### config.mk
export PLATFORM = sky130hd
export DESIGN_NAME = sorted_insert_priority_queue
export DESIGN_NICKNAME = d
export VERILOG_FILES = /design/src/hw/rtl/sipq_pkg.sv /design/src/hw/rtl/sorted_insert_priority_queue.sv
export VERILOG_INCLUDE_DIRS = /design/src /design/src/hw/rtl
export SDC_FILE = /design/constraint.sdc
export NUM_CORES = 1
export LEC_CHECK = 0
export ABC_AREA = 0
export BUFFER_PORTS_ARGS = -buffer_cell sky130_fd_sc_hd__buf_2
export CAP_MARGIN = 20
export CORE_MARGIN = 2
export CORE_UTILIZATION = 56
export CTS_CLUSTER_DIAMETER = 100
export CTS_CLUSTER_SIZE = 28
export DETAILED_ROUTE_END_ITERATION = 7
export HOLD_SLACK_MARGIN = 0.08
export PLACE_DENSITY = 0.72
export SLEW_MARGIN = 5
export SYNTH_ARGS = -nofsm -noshare
export SYNTH_HDL_FRONTEND = slang
export SYNTH_SLANG_ARGS = --single-unit
### constraint.sdc
create_clock -name clk -period 4 [get_ports clk]
set_input_delay 0.6 -clock clk [delete_from_list [all_inputs] [get_ports clk]]
set_output_delay 0.6 -clock clk [all_outputs]
set_load 0.005 [all_outputs]
### src/hw/rtl/sorted_insert_priority_queue_macros.svh
// assertion macros for the sorted insert priority queue
// expects clk and rst in the scope where the macros are used
`ifndef SORTED_INSERT_PRIORITY_QUEUE_MACROS_SVH
`define SORTED_INSERT_PRIORITY_QUEUE_MACROS_SVH

// property checked at every rising clock edge outside reset
`define SIPQ_ASSERT(name, prop, msg) \
  name: assert property (@(posedge clk) disable iff (rst) (prop)) else $error(msg);

// condition in one cycle implies a condition in the next
`define SIPQ_ASSERT_NEXT(name, cond, prop, msg) \
  name: assert property (@(posedge clk) disable iff (rst) (cond) |=> (prop)) else $error(msg);

`endif

### src/hw/rtl/sipq_pkg.sv
// shared types and codes for the sorted insert priority queue
// no dependencies
`default_nettype none

package sipq_pkg;

  localparam int QUEUE_DEPTH_DEF = 16;
  localparam int ID_W            = 16;
  localparam int PRIO_W          = 8;
  localparam int STATUS_W        = 2;
  localparam int OCC_W           = 5;

  localparam logic OP_INSERT = 1'b0;
  localparam logic OP_TAKE   = 1'b1;

  localparam logic [STATUS_W-1:0] ST_TAKEN    = 2'd0;
  localparam logic [STATUS_W-1:0] ST_INSERTED = 2'd1;
  localparam logic [STATUS_W-1:0] ST_FULL     = 2'd2;
  localparam logic [STATUS_W-1:0] ST_EMPTY    = 2'd3;

  typedef struct packed {
    logic [ID_W-1:0]   id;
    logic [PRIO_W-1:0] prio;
  } entry_t;

  typedef enum logic [2:0] {
    S_IDLE,
    S_INS_RD,
    S_INS_CMP,
    S_INS_PLACE,
    S_TAKE_RD,
    S_TAKE_FRONT,
    S_TAKE_SHIFT,
    S_DONE
  } state_t;

endpackage

`default_nettype wire

### src/hw/rtl/sorted_insert_priority_queue.sv
// Sorted priority queue of (id, priority) task entries, lowest priority value at the front,
// newest first among equal priorities. Entries sit in a single-port-write, registered-read
// memory that one priority comparator walks one entry per cycle. An insert into an empty
// queue is written at once; otherwise the walk moves each entry with a priority value >= the
// new one back one slot, then writes the new entry. A take returns the front entry and moves
// the rest up one slot; a dropped insert or a take on empty goes straight to the result. One
// transaction is worked on at a time and s_tready is low meanwhile; a finished result waits
// in the output register while the next transaction is accepted. No clearing pass follows
// reset. Depends on sipq_pkg and sorted_insert_priority_queue_macros.svh.
`default_nettype none

module sorted_insert_priority_queue #(
  parameter int QUEUE_DEPTH = sipq_pkg::QUEUE_DEPTH_DEF
) (
  input  logic        clk,
  input  logic        rst,
  input  logic        s_tvalid,
  output logic        s_tready,
  input  logic [23:0] s_tdata,   // task_id[15:0], task_priority[23:16]
  input  logic        s_tuser,   // op[0]
  output logic        m_tvalid,
  input  logic        m_tready,
  output logic [31:0] m_tdata    // out_id[15:0], out_priority[23:16], status[25:24],
                                 // occupancy[30:26], zero[31]
);

  import sipq_pkg::*;

  `include "sorted_insert_priority_queue_macros.svh"

  localparam int AW = (QUEUE_DEPTH > 1) ? $clog2(QUEUE_DEPTH) : 1;
  localparam int CW = $clog2(QUEUE_DEPTH + 1);
  localparam logic [CW-1:0] DEPTH_CNT = CW'(QUEUE_DEPTH);

  state_t state, state_next;

  entry_t mem [QUEUE_DEPTH];
  entry_t rdata;
  logic            rd_en, wr_en;
  logic [AW-1:0]   rd_addr, wr_addr;
  entry_t          wr_data;

  logic [CW-1:0]       count;
  logic [AW-1:0]       idx;
  logic [ID_W-1:0]     new_id;
  logic [PRIO_W-1:0]   new_prio;
  logic [ID_W-1:0]     res_id;
  logic [PRIO_W-1:0]   res_prio;
  logic [STATUS_W-1:0] res_status;

  logic          in_op;
  logic          accept;
  logic          hit;
  logic          is_full, is_empty;
  logic          shift_last;
  logic          out_load;
  logic [CW-1:0] count_m1;
  entry_t        new_entry;

  assign in_op      = s_tuser;
  assign s_tready   = (state == S_IDLE);
  assign accept     = s_tvalid && s_tready;
  assign is_full    = (count == DEPTH_CNT);
  assign is_empty   = (count == '0);
  assign count_m1   = count - CW'(1);
  assign hit        = (new_prio <= rdata.prio);
  assign shift_last = (CW'(idx) == count_m1);
  assign out_load   = (state == S_DONE) && (!m_tvalid || m_tready);
  assign new_entry  = '{id: new_id, prio: new_prio};

  // entry store
  always_ff @(posedge clk) begin
    if (wr_en) begin
      mem[wr_addr] <= wr_data;
    end
    if (rd_en) begin
      rdata <= mem[rd_addr];
    end
  end

  // next state
  always_comb begin
    state_next = state;
    case (state)
      S_IDLE: begin
        if (accept) begin
          if (in_op == OP_TAKE) begin
            state_next = is_empty ? S_DONE : S_TAKE_RD;
          end else if (is_full) begin
            state_next = S_DONE;
          end else begin
            state_next = is_empty ? S_INS_PLACE : S_INS_RD;
          end
        end
      end
      S_INS_RD:     state_next = S_INS_CMP;
      S_INS_CMP: begin
        if (!hit) begin
          state_next = S_DONE;
        end else if (idx == '0) begin
          state_next = S_INS_PLACE;
        end
      end
      S_INS_PLACE:  state_next = S_DONE;
      S_TAKE_RD:    state_next = S_TAKE_FRONT;
      S_TAKE_FRONT: state_next = (count == CW'(1)) ? S_DONE : S_TAKE_SHIFT;
      S_TAKE_SHIFT: begin
        if (shift_last) begin
          state_next = S_DONE;
        end
      end
      S_DONE: begin
        if (out_load) begin
          state_next = S_IDLE;
        end
      end
      default:      state_next = S_IDLE;
    endcase
  end

  // memory port control
  always_comb begin
    rd_en   = 1'b0;
    rd_addr = idx;
    wr_en   = 1'b0;
    wr_addr = idx;
    wr_data = new_entry;
    case (state)
      S_INS_RD: begin
        rd_en = 1'b1;
      end
      S_INS_CMP: begin
        wr_en   = 1'b1;
        wr_addr = idx + AW'(1);
        if (hit) begin
          wr_data = rdata;
          if (idx != '0) begin
            rd_en   = 1'b1;
            rd_addr = idx - AW'(1);
          end
        end
      end
      S_INS_PLACE: begin
        wr_en = 1'b1;
      end
      S_TAKE_RD: begin
        rd_en = 1'b1;
      end
      S_TAKE_FRONT: begin
        if (count != CW'(1)) begin
          rd_en   = 1'b1;
          rd_addr = AW'(1);
        end
      end
      S_TAKE_SHIFT: begin
        wr_en   = 1'b1;
        wr_addr = idx - AW'(1);
        wr_data = rdata;
        if (!shift_last) begin
          rd_en   = 1'b1;
          rd_addr = idx + AW'(1);
        end
      end
      default: begin
      end
    endcase
  end

  always_ff @(posedge clk) begin
    if (rst) begin
      state <= S_IDLE;
      count <= '0;
    end else begin
      state <= state_next;
      case (state)
        S_INS_CMP: begin
          if (!hit) begin
            count <= count + CW'(1);
          end
        end
        S_INS_PLACE:  count <= count + CW'(1);
        S_TAKE_FRONT: begin
          if (count == CW'(1)) begin
            count <= count_m1;
          end
        end
        S_TAKE_SHIFT: begin
          if (shift_last) begin
            count <= count_m1;
          end
        end
        default: begin
        end
      endcase
    end
  end

  // walk index and result staging
  always_ff @(posedge clk) begin
    case (state)
      S_IDLE: begin
        if (accept) begin
          new_id   <= s_tdata[15:0];
          new_prio <= s_tdata[23:16];
          res_id   <= '0;
          res_prio <= '0;
          if (in_op == OP_TAKE) begin
            idx        <= '0;
            res_status <= is_empty ? ST_EMPTY : ST_TAKEN;
          end else begin
            idx        <= is_empty ? '0 : AW'(count_m1);
            res_status <= is_full ? ST_FULL : ST_INSERTED;
          end
        end
      end
      S_INS_CMP: begin
        if (hit && idx != '0) begin
          idx <= idx - AW'(1);
        end
      end
      S_TAKE_FRONT: begin
        res_id   <= rdata.id;
        res_prio <= rdata.prio;
        idx      <= AW'(1);
      end
      S_TAKE_SHIFT: begin
        if (!shift_last) begin
          idx <= idx + AW'(1);
        end
      end
      default: begin
      end
    endcase
  end

  // result register
  always_ff @(posedge clk) begin
    if (rst) begin
      m_tvalid <= 1'b0;
    end else if (out_load) begin
      m_tvalid <= 1'b1;
    end else if (m_tready) begin
      m_tvalid <= 1'b0;
    end
  end

  always_ff @(posedge clk) begin
    if (out_load) begin
      m_tdata <= {1'b0, OCC_W'(count), res_status, res_prio, res_id};
    end
  end

  `SIPQ_ASSERT(a_count_bound, count <= DEPTH_CNT, "entry count above queue depth")
  `SIPQ_ASSERT(a_count_at_end, (count != $past(count)) |-> (state == S_DONE),
               "entry count changed outside the end of a transaction")
  `SIPQ_ASSERT(a_insert_nonempty, (state == S_DONE && res_status == ST_INSERTED) |-> !is_empty,
               "insert reported with an empty queue")
  `SIPQ_ASSERT_NEXT(a_shift_in_range, state == S_TAKE_SHIFT,
                    (state == S_TAKE_SHIFT) ? (CW'(idx) < count) : 1'b1,
                    "take shift index beyond stored entries")

endmodule

`default_nettype wire

Yosys cells after proc, flatten, opt, wreduce, memory -nomap -nowiden --
Memory sizes are Yosys's and may differ from the RTL's. A register that Yosys moved wholly into a read port is not among the register bits. Index checks and enable logic that the tools add are counted.
Operators by class: add/sub/neg operators 4, $lt $le $gt $ge 1, eq/ne operators 18, mux-type cells 45, reductions and logical operators 20
Operators with widths (count):
- 24-bit case mux with 2 select lines | 1
- 4-bit 2-to-1 mux | 8
- 16-bit case mux with 2 select lines | 1
- 24-bit 2-to-1 mux | 1
- 3-bit case mux with 8 select lines | 1
- 3-bit 2-to-1 mux | 7
- 5-bit case mux with 4 select lines | 1
- 16-bit 2-to-1 mux | 1
- 4-bit case mux with 4 select lines | 1
- 8-bit case mux with 2 select lines | 1
- 5-bit 2-to-1 mux | 3
- 3-bit equality test, second input constant | 4
- 4-bit case mux with 3 select lines | 1
- 4-bit nonzero test | 3
- 1-bit 2-to-1 mux | 10
- 2-bit 2-to-1 mux | 5
- 2-bit inequality test, second input constant | 5
- 8-bit <= comparator | 1
- 8-bit 2-to-1 mux | 1
- 4-bit case mux with 2 select lines | 1
- 4-bit AND reduction | 2
- 3-bit by 2-bit equality test with 1-bit output, second input constant | 2
- 5-bit by 1-bit adder with 5-bit output, second input constant | 1
- 4-bit by 5-bit equality test with 1-bit output | 1
- other kinds (21) | 25
Word-level totals: flip-flop bits (word level) 94, memory bits (writable) 384, input bits 29, output and inout bits 34, logic and storage cells 99, memories 1
Memories:
- mem | depth 16, bits a word 24, rd ports 1, clocked after Yosys merged registers in 1, wr ports 1, RTL line sorted_insert_priority_queue.sv:37 | entry_t mem [QUEUE_DEPTH];

Longest topological paths before layout --
Gate-level depths: netlist of run 1.
depth after elaboration 6, mapped depth 15, mapped depth without buffers 11

Least setup slack after synthesis of run 1 --
OpenSTA, ideal clock, no wires.
path type register -> register, from register count[0], to register rdata[0] (netlist name), setup time 0.446 ns, data arrival time 3.544 ns, path slack 0.011 ns, cell stages (with the launch flop) 10, path buffers 2, cells stage by stage dfxtp_1 > buf_4 > inv_1 > ha_1 > buf_2 > and3_4 > o221a_4 > o211ai_4 > nor2_1 > a221oi_1
Between the ends: cells in the longest elaborated chain, start to end 4, elaborated cells between the ends (all ways) 9
Ends and longest elaborated chain:
- start: declaration | RTL line sorted_insert_priority_queue.sv:43 | logic [CW-1:0] count;
- start signal: assignment | RTL line sorted_insert_priority_queue.sv:178 | count <= count + CW'(1);
- start signal: assignment | RTL line sorted_insert_priority_queue.sv:181 | S_INS_PLACE: count <= count + CW'(1);
- start signal: assignment | RTL line sorted_insert_priority_queue.sv:184 | count <= count_m1;
- 5-bit by 1-bit subtractor with 5-bit output | RTL line sorted_insert_priority_queue.sv:65 | assign count_m1 = count - CW'(1);
- 4-bit by 5-bit equality test with 1-bit output | RTL line sorted_insert_priority_queue.sv:67 | assign shift_last = (CW'(idx) == count_m1);
- 1-bit 2-to-1 mux | RTL line sorted_insert_priority_queue.sv:159 | if (!shift_last) begin
- 1-bit case mux with 4 select lines * | RTL line sorted_insert_priority_queue.sv:128 | case (state)
- net rd_en | RTL line sorted_insert_priority_queue.sv:39 | logic rd_en, wr_en;
The timed path passes the listed nets; every way through them passes the cells marked *. A chain may end at the register's enable or synchronous reset.

Worst setup path after layout of run 1 --
from register new_prio[5], to register rdata[1] (netlist name)
Between the ends: cells in the longest elaborated chain, start to end 3, elaborated cells between the ends (all ways) 5
Ends and longest elaborated chain:
- start: declaration | RTL line sorted_insert_priority_queue.sv:46 | logic [PRIO_W-1:0] new_prio;
- start signal: assignment | RTL line sorted_insert_priority_queue.sv:204 | new_prio <= s_tdata[23:16];
- 8-bit <= comparator * | RTL line sorted_insert_priority_queue.sv:66 | assign hit = (new_prio <= rdata.prio);
- 1-bit 2-to-1 mux / 4-bit 2-to-1 mux (equally long branches) | RTL line sorted_insert_priority_queue.sv:135 | if (hit) begin
- 1-bit case mux with 4 select lines / 4-bit case mux with 3 select lines (equally long branches) | RTL line sorted_insert_priority_queue.sv:128
Every way passes the cells marked *; elsewhere a longest branch is shown, timed or not.

==> results of run 1 <==
==> power by group through the flow <==
stage                     logic (µW)  clock network, µW  registers [µW]
after CTS                       8370               2620            7810
final                           8510               2570            7800
after global placement          8180                  0            7900
after global routing            9070               2780            7880
after detailed placement        8350                  0            7930
after floorplan                 5730                  0            7820
==> what timing repair did <==
action	4_1_cts	5_1_grt
hold buffers	0	0
endpoints found under the setup margin	0	5
setup buffers	0	1
resized for setup	0	2
==> cell type report <==
class,instances,share of cell area [%]
Inverter,17,0.289
Clock buffer,29,2.71
Timing Repair Buffer,129,4.60
Sequential cell,502,67.8
Clock inverter,2,0.170
Multi-Input combinational cell,610,21.8
Tap cell,461,2.61
==> cell usage in the layout, fill, tap and decap left out, drive strengths merged, types with 2 or more instances in the layout <==
cell type    n
a211o        2
a211oi       3
a21oi       15
a221o        2
a221oi       2
a31oi        2
and2        21
and3         3
buf        128
clkbuf      30
dfxtp        9
edfxtp     493
ha          13
inv         17
mux2        18
mux2i      196
nand2       37
nand2b       4
nand3        6
nand3b       3
nand4        5
nor2        56
nor2b        7
nor3        13
nor3b        4
o2111ai      2
o211ai       4
o21ai       22
o221a        2
o221ai       2
o22ai       99
o31ai        2
o32ai        4
or2          4
or3          2
or4         24
xnor2       11
xor2        10
==> stage by stage <==
| step | instance area (µm²) | std cells |
|---|---|---|
| 2_1_floorplan | 20100 | 1196 |
| 3_3_place_gp | 21400 | 1717 |
| 3_5_place_dp | 21400 | 1717 |
| 4_1_cts | 22100 | 1748 |
| 5_1_grt | 22100 | 1750 |
| 6_report | 22100 | 1750 |
==> Yosys cell counts (2+ instances only) <==
library cell,number
o211ai_1,3
o32ai_1,3
a31oi_1,2
clkbuf_1,15
nand3b_1,3
edfxtp_1,493
a211oi_1,3
o22ai_1,99
nor3b_2,2
buf_1,3
a221oi_1,2
mux2i_1,196
mux2_2,18
ha_1,13
o21ai_1,4
xor2_1,10
buf_6,4
nand4_1,5
dfxtp_1,9
o21ai_0,18
a221o_1,2
and2_1,20
nor2b_1,7
nand3_1,6
nand2_1,35
inv_1,16
nand2b_1,3
buf_4,13
o31ai_1,2
nand2_2,2
nor3b_1,2
buf_2,32
nor3_1,11
and3_1,2
or4_1,24
a211o_1,2
or2_2,2
a21oi_1,15
xnor2_1,10
nor2_1,55
==> flip-flops by register name, summed over array words and instances (netlist names) <==
name        cells
m_tvalid        1
m_tdata        31
idx             4
res_id         16
new_id         16
mem           384
state           3
rdata          24
new_prio        8
res_prio        8
res_status      2
count           5
==> path summary, 6_finish.rpt <==
path | endpoint
worst max-delay path | rdata[1]
worst min-delay path | new_id[2]
worst max register to register | rdata[1]
worst min register to register | m_tdata[20]
==> critical path, delay by kind of cell (launching register included) <==
kind	cells	cell delay [ps]
buffers and inverters	2	450
adder cells (fa/ha/maj)	1	330
AO/OA/AOI/OAI	3	490
AND/OR/NAND/NOR	4	1660
multiplexers	1	220
flip-flops	1	440
==> cell families (layout without fill, tap and decap cells) <==
kind of cell,after synthesis,after routing
flops,502,502
compound gates,168,168
fa+ha+maj,13,13
buf+inv,84,177
xor+xnor,21,21
other cells,1,1
simple gates,193,193
mux,214,214
==> layer usage <==
layer | up-vias | part of all wire, % | global-route usage [%]
li1 | 4848 | - | -
met1 | 5451 | 41 | 32.1
met2 | 510 | 49 | 38.7
met3 | 74 | 7.2 | 2.28
met4 | 0 | 2.4 | 7.10
met5 | - | 0 | 0
==> out/metrics.cfg, run 1 <==
[synthesis]
synth-simple-area-share_pct=5.23
synth_top_area_cell=edfxtp_1
synth_top_area_share_pct=73.6
synth_area_um2=20100
yosys_register_bits=502
synth_fp_nets=1238
synth.avg_cell_area_um2=16.8
synth-xor-area-share_pct=0.951
synth_top_family_by_area=multiplexers
syn_inst=1196
dominantRegCellSynth=edfxtp_1
yosysSeqAreaShare_pct=74.4
ys_top_cells_by_area=edfxtp_1 (74%), mux2i_1 (9.7%), o22ai_1 (3.1%)
synthArstFlopShare_pct=0
yosysWarningCount=0
synth_compound_area_share_pct=5.64
synth_cell_types=70
synth_edf_count=493
synthMuxAreaShare_pct=10.8
synthAdderAreaFrac_pct=0.808

[detailed_routing]
drc_errors=0
drtIter0Drc=840
dr.pass1.iters=5
wl_per_cell_um=25.0
ant_nets=0
via_count=10900
vias_per_cell=6.22
routed_wl_mm=43.7

[timing]
period_share_pct=96.9
fin_tns_setup_ps=0
fmax_mhz=258
fin_crit_ps=3880
max_slew.worst_pin.slew_ps=817
finalSetupViolCount=0
clock_skew_ps=35.0
whs_ps=211
drv_slew=0
hold_viol_final=0
max-slew-margin-rel_pct=45.5
fin_ws_ps=124

[cts]
cts_tree=yes
cts.sink_count=502
root_buffer=clkbuf_16
path_clk_slew_ps=100
cts_buffer_depth=3
cts_inserted_buffers=22
h-tree-depth=1
clock_latency_ps=560

[floorplan]
core_region_area_um2=35500
start_util_pct=56.7
fp.dieH_um=194
row_count=69
die_w_um=194
dieArea_um2=37500
ioPinCount=63

[finish]
multi_input_area_um2=4820
fillerInstances=2490
seqCellArea_um2=15000
areaGrowthSynthToFinish_pct=9.79
diodes=0
fin_nets=1324
final_util_pct=62.3
drive_above_1_share_pct=16.8

[power]
peakVddDrop_mv=0.777
internal_power_uw=12000
leakage_uw=0.00785
pwr-share-comb_pct=45.1
p_sw_uw=6890
clock_power_share_pct=13.6
power_uw=18900
switching_share_pct=36.5
seqPwrFrac_pct=41.3
p_per_area_nw_per_um2=855

[global_route]
grt_pass1_vias=10600
track_usage_pct=23.0
grt_pass1_wl_mm=64.7
grt_max_degree=45
grt-ovfl-total=0
antenna_found_initial=0

[setup_path]
slowest_delay_ps=610
slowest_stage=or4_1
critPathArrivalTime_ps=4160
cp_cell_sequence=ha_1, nand4_1, nor2_2, a211oi_1, or4b_1, o221ai_4, buf_12, buf_16, mux2i_1, o22ai_1, or4_1
cp-end-kind=flip-flop
startpoint_type=flip-flop
worstReg2RegStart=new_prio[5]
r2r_setup_slack_ps=120
worstPathRequired_ps=4280
path_max_fanout=20
cp-startpoint=new_prio[5]
worst-setup-path-type=flip-flop to flip-flop
r2r_cells=11

[worst_hold_path]
hold_depth=1
hp-start=s_tdata[2]
holdCritPathClass=input pin to flip-flop

[placement]
pre_cts_slack_ps=81.3
gp_congestion=0.855
portBuffers=61
dp_hpwl_mm=24.0

[outcome]
outcome=finished clean

[run]
max-cap-violations=0

Power figures use the tool's default switching activity.
==> inputs of run 2 (changes only) <==
--- a/config.mk
+++ b/config.mk
@@ -10,12 +10,12 @@
 export BUFFER_PORTS_ARGS = -buffer_cell sky130_fd_sc_hd__buf_2
 export CAP_MARGIN = 20
 export CORE_MARGIN = 2
-export CORE_UTILIZATION = 56
+export CORE_UTILIZATION = 50
 export CTS_CLUSTER_DIAMETER = 100
 export CTS_CLUSTER_SIZE = 28
 export DETAILED_ROUTE_END_ITERATION = 7
 export HOLD_SLACK_MARGIN = 0.08
-export PLACE_DENSITY = 0.72
+export PLACE_DENSITY = 0.65
 export SLEW_MARGIN = 5
 export SYNTH_ARGS = -nofsm -noshare
 export SYNTH_HDL_FRONTEND = slang
==> run 2 against run 1 <==
Power is 1.4% higher. Routed wire length increased by 5.0%. Via count shrank 0.80%. Critical path type unchanged.
==> out/metrics.cfg, run 2 (same netlist as run 1, synthesis figures left out) <==
[cts]
h-tree-depth=1
root_buffer=clkbuf_16
cts_buffer_depth=3
cts.sink_count=502
cts_inserted_buffers=22
clock_latency_ps=570
cts_tree=yes
path_clk_slew_ps=110

[timing]
fin_crit_ps=3860
period_share_pct=96.4
max_slew.worst_pin.slew_ps=932
fmax_mhz=259
rsz0062_at_grt=false
fin_ws_ps=144
fin_tns_setup_ps=0
hold_viol_final=0
clock_skew_ps=18.0
drv_slew=0
max-slew-margin-rel_pct=37.8
finalSetupViolCount=0

[power]
leakage_uw=0.00787
peakVddDrop_mv=0.664
p_per_area_nw_per_um2=863

[placement]
pre_cts_slack_ps=142
dp_hpwl_mm=24.8
gp_congestion=0.857
portBuffers=61

[setup_path]
critPathArrivalTime_ps=4150
worstReg2RegStart=rdata[1]
worstPathRequired_ps=4300
slowest_stage=or4_1
timing.critical_path.buf_inv=3
worst-path-stages=12
r2r-end=rdata[4]
r2r_cells=12
cp-end-kind=flip-flop
startpoint_type=flip-flop
worst-setup-path-type=flip-flop to flip-flop
slowest_delay_ps=580
path_max_fanout=14
cp_cell_sequence=inv_1, ha_1, nor2b_1, o211ai_1, a211oi_1, or4b_4, o221ai_4, buf_12, buf_6, mux2i_1, o22ai_1, or4_1
critical_path.top_delay_family=simple AND/OR/NAND/NOR gates
r2r_setup_slack_ps=140

[detailed_routing]
wl_per_cell_um=25.3
ant_nets=0
via_count=10800
vias_per_cell=5.96
routed_wl_mm=45.9
drtIter0Drc=1144
drc_errors=0
dr.pass1.iters=5

[floorplan]
ioPinCount=63
fp.dieH_um=205
row_count=73
start_util_pct=50.7
dieArea_um2=41900
core_region_area_um2=39700
die_w_um=205

[finish]
multi_input_area_um2=4840
final_cell_mix=edfxtp_1 (493), mux2i_1 (196), o22ai_1 (99)
fillerInstances=3106
final_util_pct=55.9
regMostFlops=mem
final_common_cell=edfxtp_1
diodes=0
reg.largest.list=mem x384, m_tdata x31, rdata x24
areaGrowthSynthToFinish_pct=10.3
fin_nets=1322
drive_above_1_share_pct=16.6
seqCellArea_um2=15000
largest_reg_flops=384

[worst_hold_path]
holdCritPathClass=input pin to flip-flop
hp-start=s_tdata[8]
hold_depth=1
whs_endpoint=new_id[8]

[global_route]
antenna_found_initial=0
grt_pass1_vias=10400
track_usage_pct=21.6
grt_max_degree=47
grt_pass1_wl_mm=66.3
grt-ovfl-total=0

[outcome]
outcome=finished clean

[run]
max-cap-violations=0

## run 2: cell count changes in the layout (fill, tap and decap cells not counted), sizes merged
cell / before / now
inv: 17 / 18
clkinvlp: 1 / 0
buf: 128 / 125
clkbuf: 30 / 31
## run 2: final cells by class
cell class                      count  share of cell area (%)
Sequential cell                   502                    67.5
Multi-Input combinational cell    610                    21.8
Timing Repair Buffer              127                    4.64
Tap cell                          525                    2.96
Clock buffer                       29                    2.69
Inverter                           17                   0.287
Clock inverter                      2                   0.163
## run 2: worst max path at each step
stage | start | end | slack [ps]
floorplan | count[0] | rdata[0] | 10
global placement | rdata[1] | rdata[4] | 200
finish | rdata[1] | rdata[4] | 140
CTS | rdata[1] | rdata[7] | 120
detailed placement | rdata[1] | rdata[7] | 140
global route | rdata[1] | rdata[11] | 20
## run 2: what timing repair did
| action | in CTS | in global routing |
|---|---|---|
| buffers inserted | 0 | 1 |
| endpoints found under the setup margin | 0 | 5 |
| gates resized for setup | 0 | 4 |
| hold buffers | 0 | 0 |
## run 2: worst register-to-register path, cell delays in order (launching register included)
cell      delay (ps)
edfxtp_1         440
inv_1            130
ha_1             250
nor2b_1          140
o211ai_1         210
a211oi_1         160
or4b_4           560
o221ai_4         290
buf_12           230
buf_6            240
mux2i_1          250
o22ai_1          100
or4_1            580
## run 2: routing by layer
metal	GRT usage [%]	share of wire, %	wire length (µm)
met5	0	0	0
met4	4.74	1.8	824
met3	2.12	6.5	2980
met2	35.0	48	21800
met1	31.9	44	20300
## run 2: report_power, final
part           internal [µW]  switching, µW
registers               7530            289
clock network           1080           1550
logic                   3450           5260
## run 2: metrics by stage
stage	instance area, µm²	power, µW	hold slack, ps	instances
after floorplan	20100	13600	400	1196
after global placement	21500	16200	401	1778
after detailed placement	21500	16400	405	1778
final	22200	19200	198	1812
after global routing	22200	20000	176	1812
after CTS	22100	18900	178	1809
==> inputs of run 3 (changes only) <==
--- a/config.mk
+++ b/config.mk
@@ -15,7 +15,7 @@
 export CTS_CLUSTER_SIZE = 28
 export DETAILED_ROUTE_END_ITERATION = 7
 export HOLD_SLACK_MARGIN = 0.08
-export PLACE_DENSITY = 0.65
+export PLACE_DENSITY = 0.62
 export SLEW_MARGIN = 5
 export SYNTH_ARGS = -nofsm -noshare
 export SYNTH_HDL_FRONTEND = slang
==> constraint.sdc (replaced) <==
create_clock -name clk -period 4.38 [get_ports clk]
set_input_delay 0.657 -clock clk [delete_from_list [all_inputs] [get_ports clk]]
set_output_delay 0.657 -clock clk [all_outputs]
set_load 0.005 [all_outputs]
==> run 3 against run 2 <==
Maximum frequency shrank 7.0%. Register-to-register slack improved by 90 ps. Largest cell class unchanged. First-iteration DRC count shrank 19%. Sequential share of layout area fell by 0.11 points. Sequential cell count stayed put. Global-route usage decreased by 0.15 points. Final cell count is 0.22% higher. Worst hold slack improved by 54 ps.
==> out/metrics.cfg, run 3 (same netlist as run 1, synthesis figures left out) <==
[outcome]
outcome=finished clean

[setup_path]
cp_cell_sequence=ha_1, nand4_1, nor2_1, nor2b_1, or4b_1, o221ai_4, buf_12, mux2i_1, o22ai_1, or4_1
worstPathRequired_ps=4660
worst-setup-path-type=flip-flop to flip-flop
critical_path.top_delay_family=simple AND/OR/NAND/NOR gates
timing.critical_path.buf_inv=1
cp-end-kind=flip-flop
path_max_fanout=44
slowest_delay_ps=600
slowest_stage=or4b_1
critPathArrivalTime_ps=4420
startpoint_type=flip-flop

[finish]
seqCellArea_um2=15000
largest_reg_flops=384
final_common_cell=edfxtp_1
fillerInstances=3075
drive_above_1_share_pct=16.9
regMostFlops=mem
areaGrowthSynthToFinish_pct=10.5
final_cell_mix=edfxtp_1 (493), mux2i_1 (196), o22ai_1 (99)
fin_nets=1326
reg.largest.list=mem x384, m_tdata x31, rdata x24
multi_input_area_um2=4870
diodes=0

[global_route]
grt_pass1_wl_mm=65.8
met3_usage_pct=2.42
grt_use_met2_pct=33.6
use_met1_pct=32.3
track_usage_pct=21.4
grt-ovfl-total=0
grt.busiest_layer=met2
grt_max_degree=45
grt_pass1_vias=10300
antenna_found_initial=1

[timing]
max-slew-margin-rel_pct=34.2
fmax_mhz=241
fin_ws_ps=234
rsz0062_at_grt=false
period_share_pct=94.7
fin_crit_ps=4150
clock_skew_ps=22.4
drv_slew=0
hold_viol_final=0
finalSetupViolCount=0
max_slew.worst_pin.slew_ps=984
fin_tns_setup_ps=0

[cts]
cts_buffer_depth=3
cts.sink_count=502
cts.repair.resized=0
root_buffer=clkbuf_16
clock_latency_ps=570
cts_tree=yes
h-tree-depth=1
post-cts-setup-buffers=0
path_clk_slew_ps=110
hold_buffers=0
cts_inserted_buffers=22

[floorplan]
row_count=73
ioPinCount=63
die_w_um=205
dieArea_um2=41900
start_util_pct=50.7
core_region_area_um2=39700
fp.dieH_um=205

[worst_hold_path]
holdCritPathClass=input pin to flip-flop

[run]
max-cap-violations=0

[detailed_routing]
wl_per_cell_um=24.6
drc_errors=0
routed_wl_mm=44.7
via_count=10700
vias_per_cell=5.90
ant_nets=0
drtIter0Drc=930
dr.pass1.iters=5

[power]
power_uw=17500
peakVddDrop_mv=0.508
leakage_uw=0.00786
p_per_area_nw_per_um2=785

[placement]
dp_hpwl_mm=25.7
portBuffers=61
gp_congestion=0.852
pre_cts_slack_ps=295

run 3: power by group:
group          internal [µW]  total, µW  switching (µW)
Sequential              6880       7150             269
Clock                    944       2350            1410
Combinational           3220       7950            4740
run 3: final timing paths:
check / start / end / slack (ps) / cells past startpoint
setup / recovery: new_prio[5] / rdata[3] / 230 / 10
hold reg to reg: res_id[3] / m_tdata[3] / 430 / 0
setup reg to reg: new_prio[5] / rdata[3] / 230 / 10
hold / removal: s_tdata[7] / new_id[7] / 250 / 1
run 3: metal layers:
metal	routed length (µm)	up-vias
met5	0	-
met4	1070	0
met1	20600	5465
met3	2490	60
li1	-	4859
met2	20500	325
run 3: cell type report:
class	instances	area share, %
Clock buffer	26	2.54
Clock inverter	5	0.242
Inverter	17	0.287
Multi-Input combinational cell	610	21.9
Sequential cell	502	67.4
Tap cell	525	2.95
Timing Repair Buffer	131	4.69
run 3: per-stage QoR:
stage | utilization (%) | std cells | cell area, µm² | hold slack (ps)
after detailed placement | 54.4 | 1785 | 21600 | 405
after global placement | 54.4 | 1785 | 21600 | 401
after floorplan | - | 1196 | 20100 | 400
final | 56.0 | 1816 | 22200 | 252
after global routing | 56.0 | 1816 | 22200 | 234
after CTS | 56.0 | 1816 | 22200 | 227
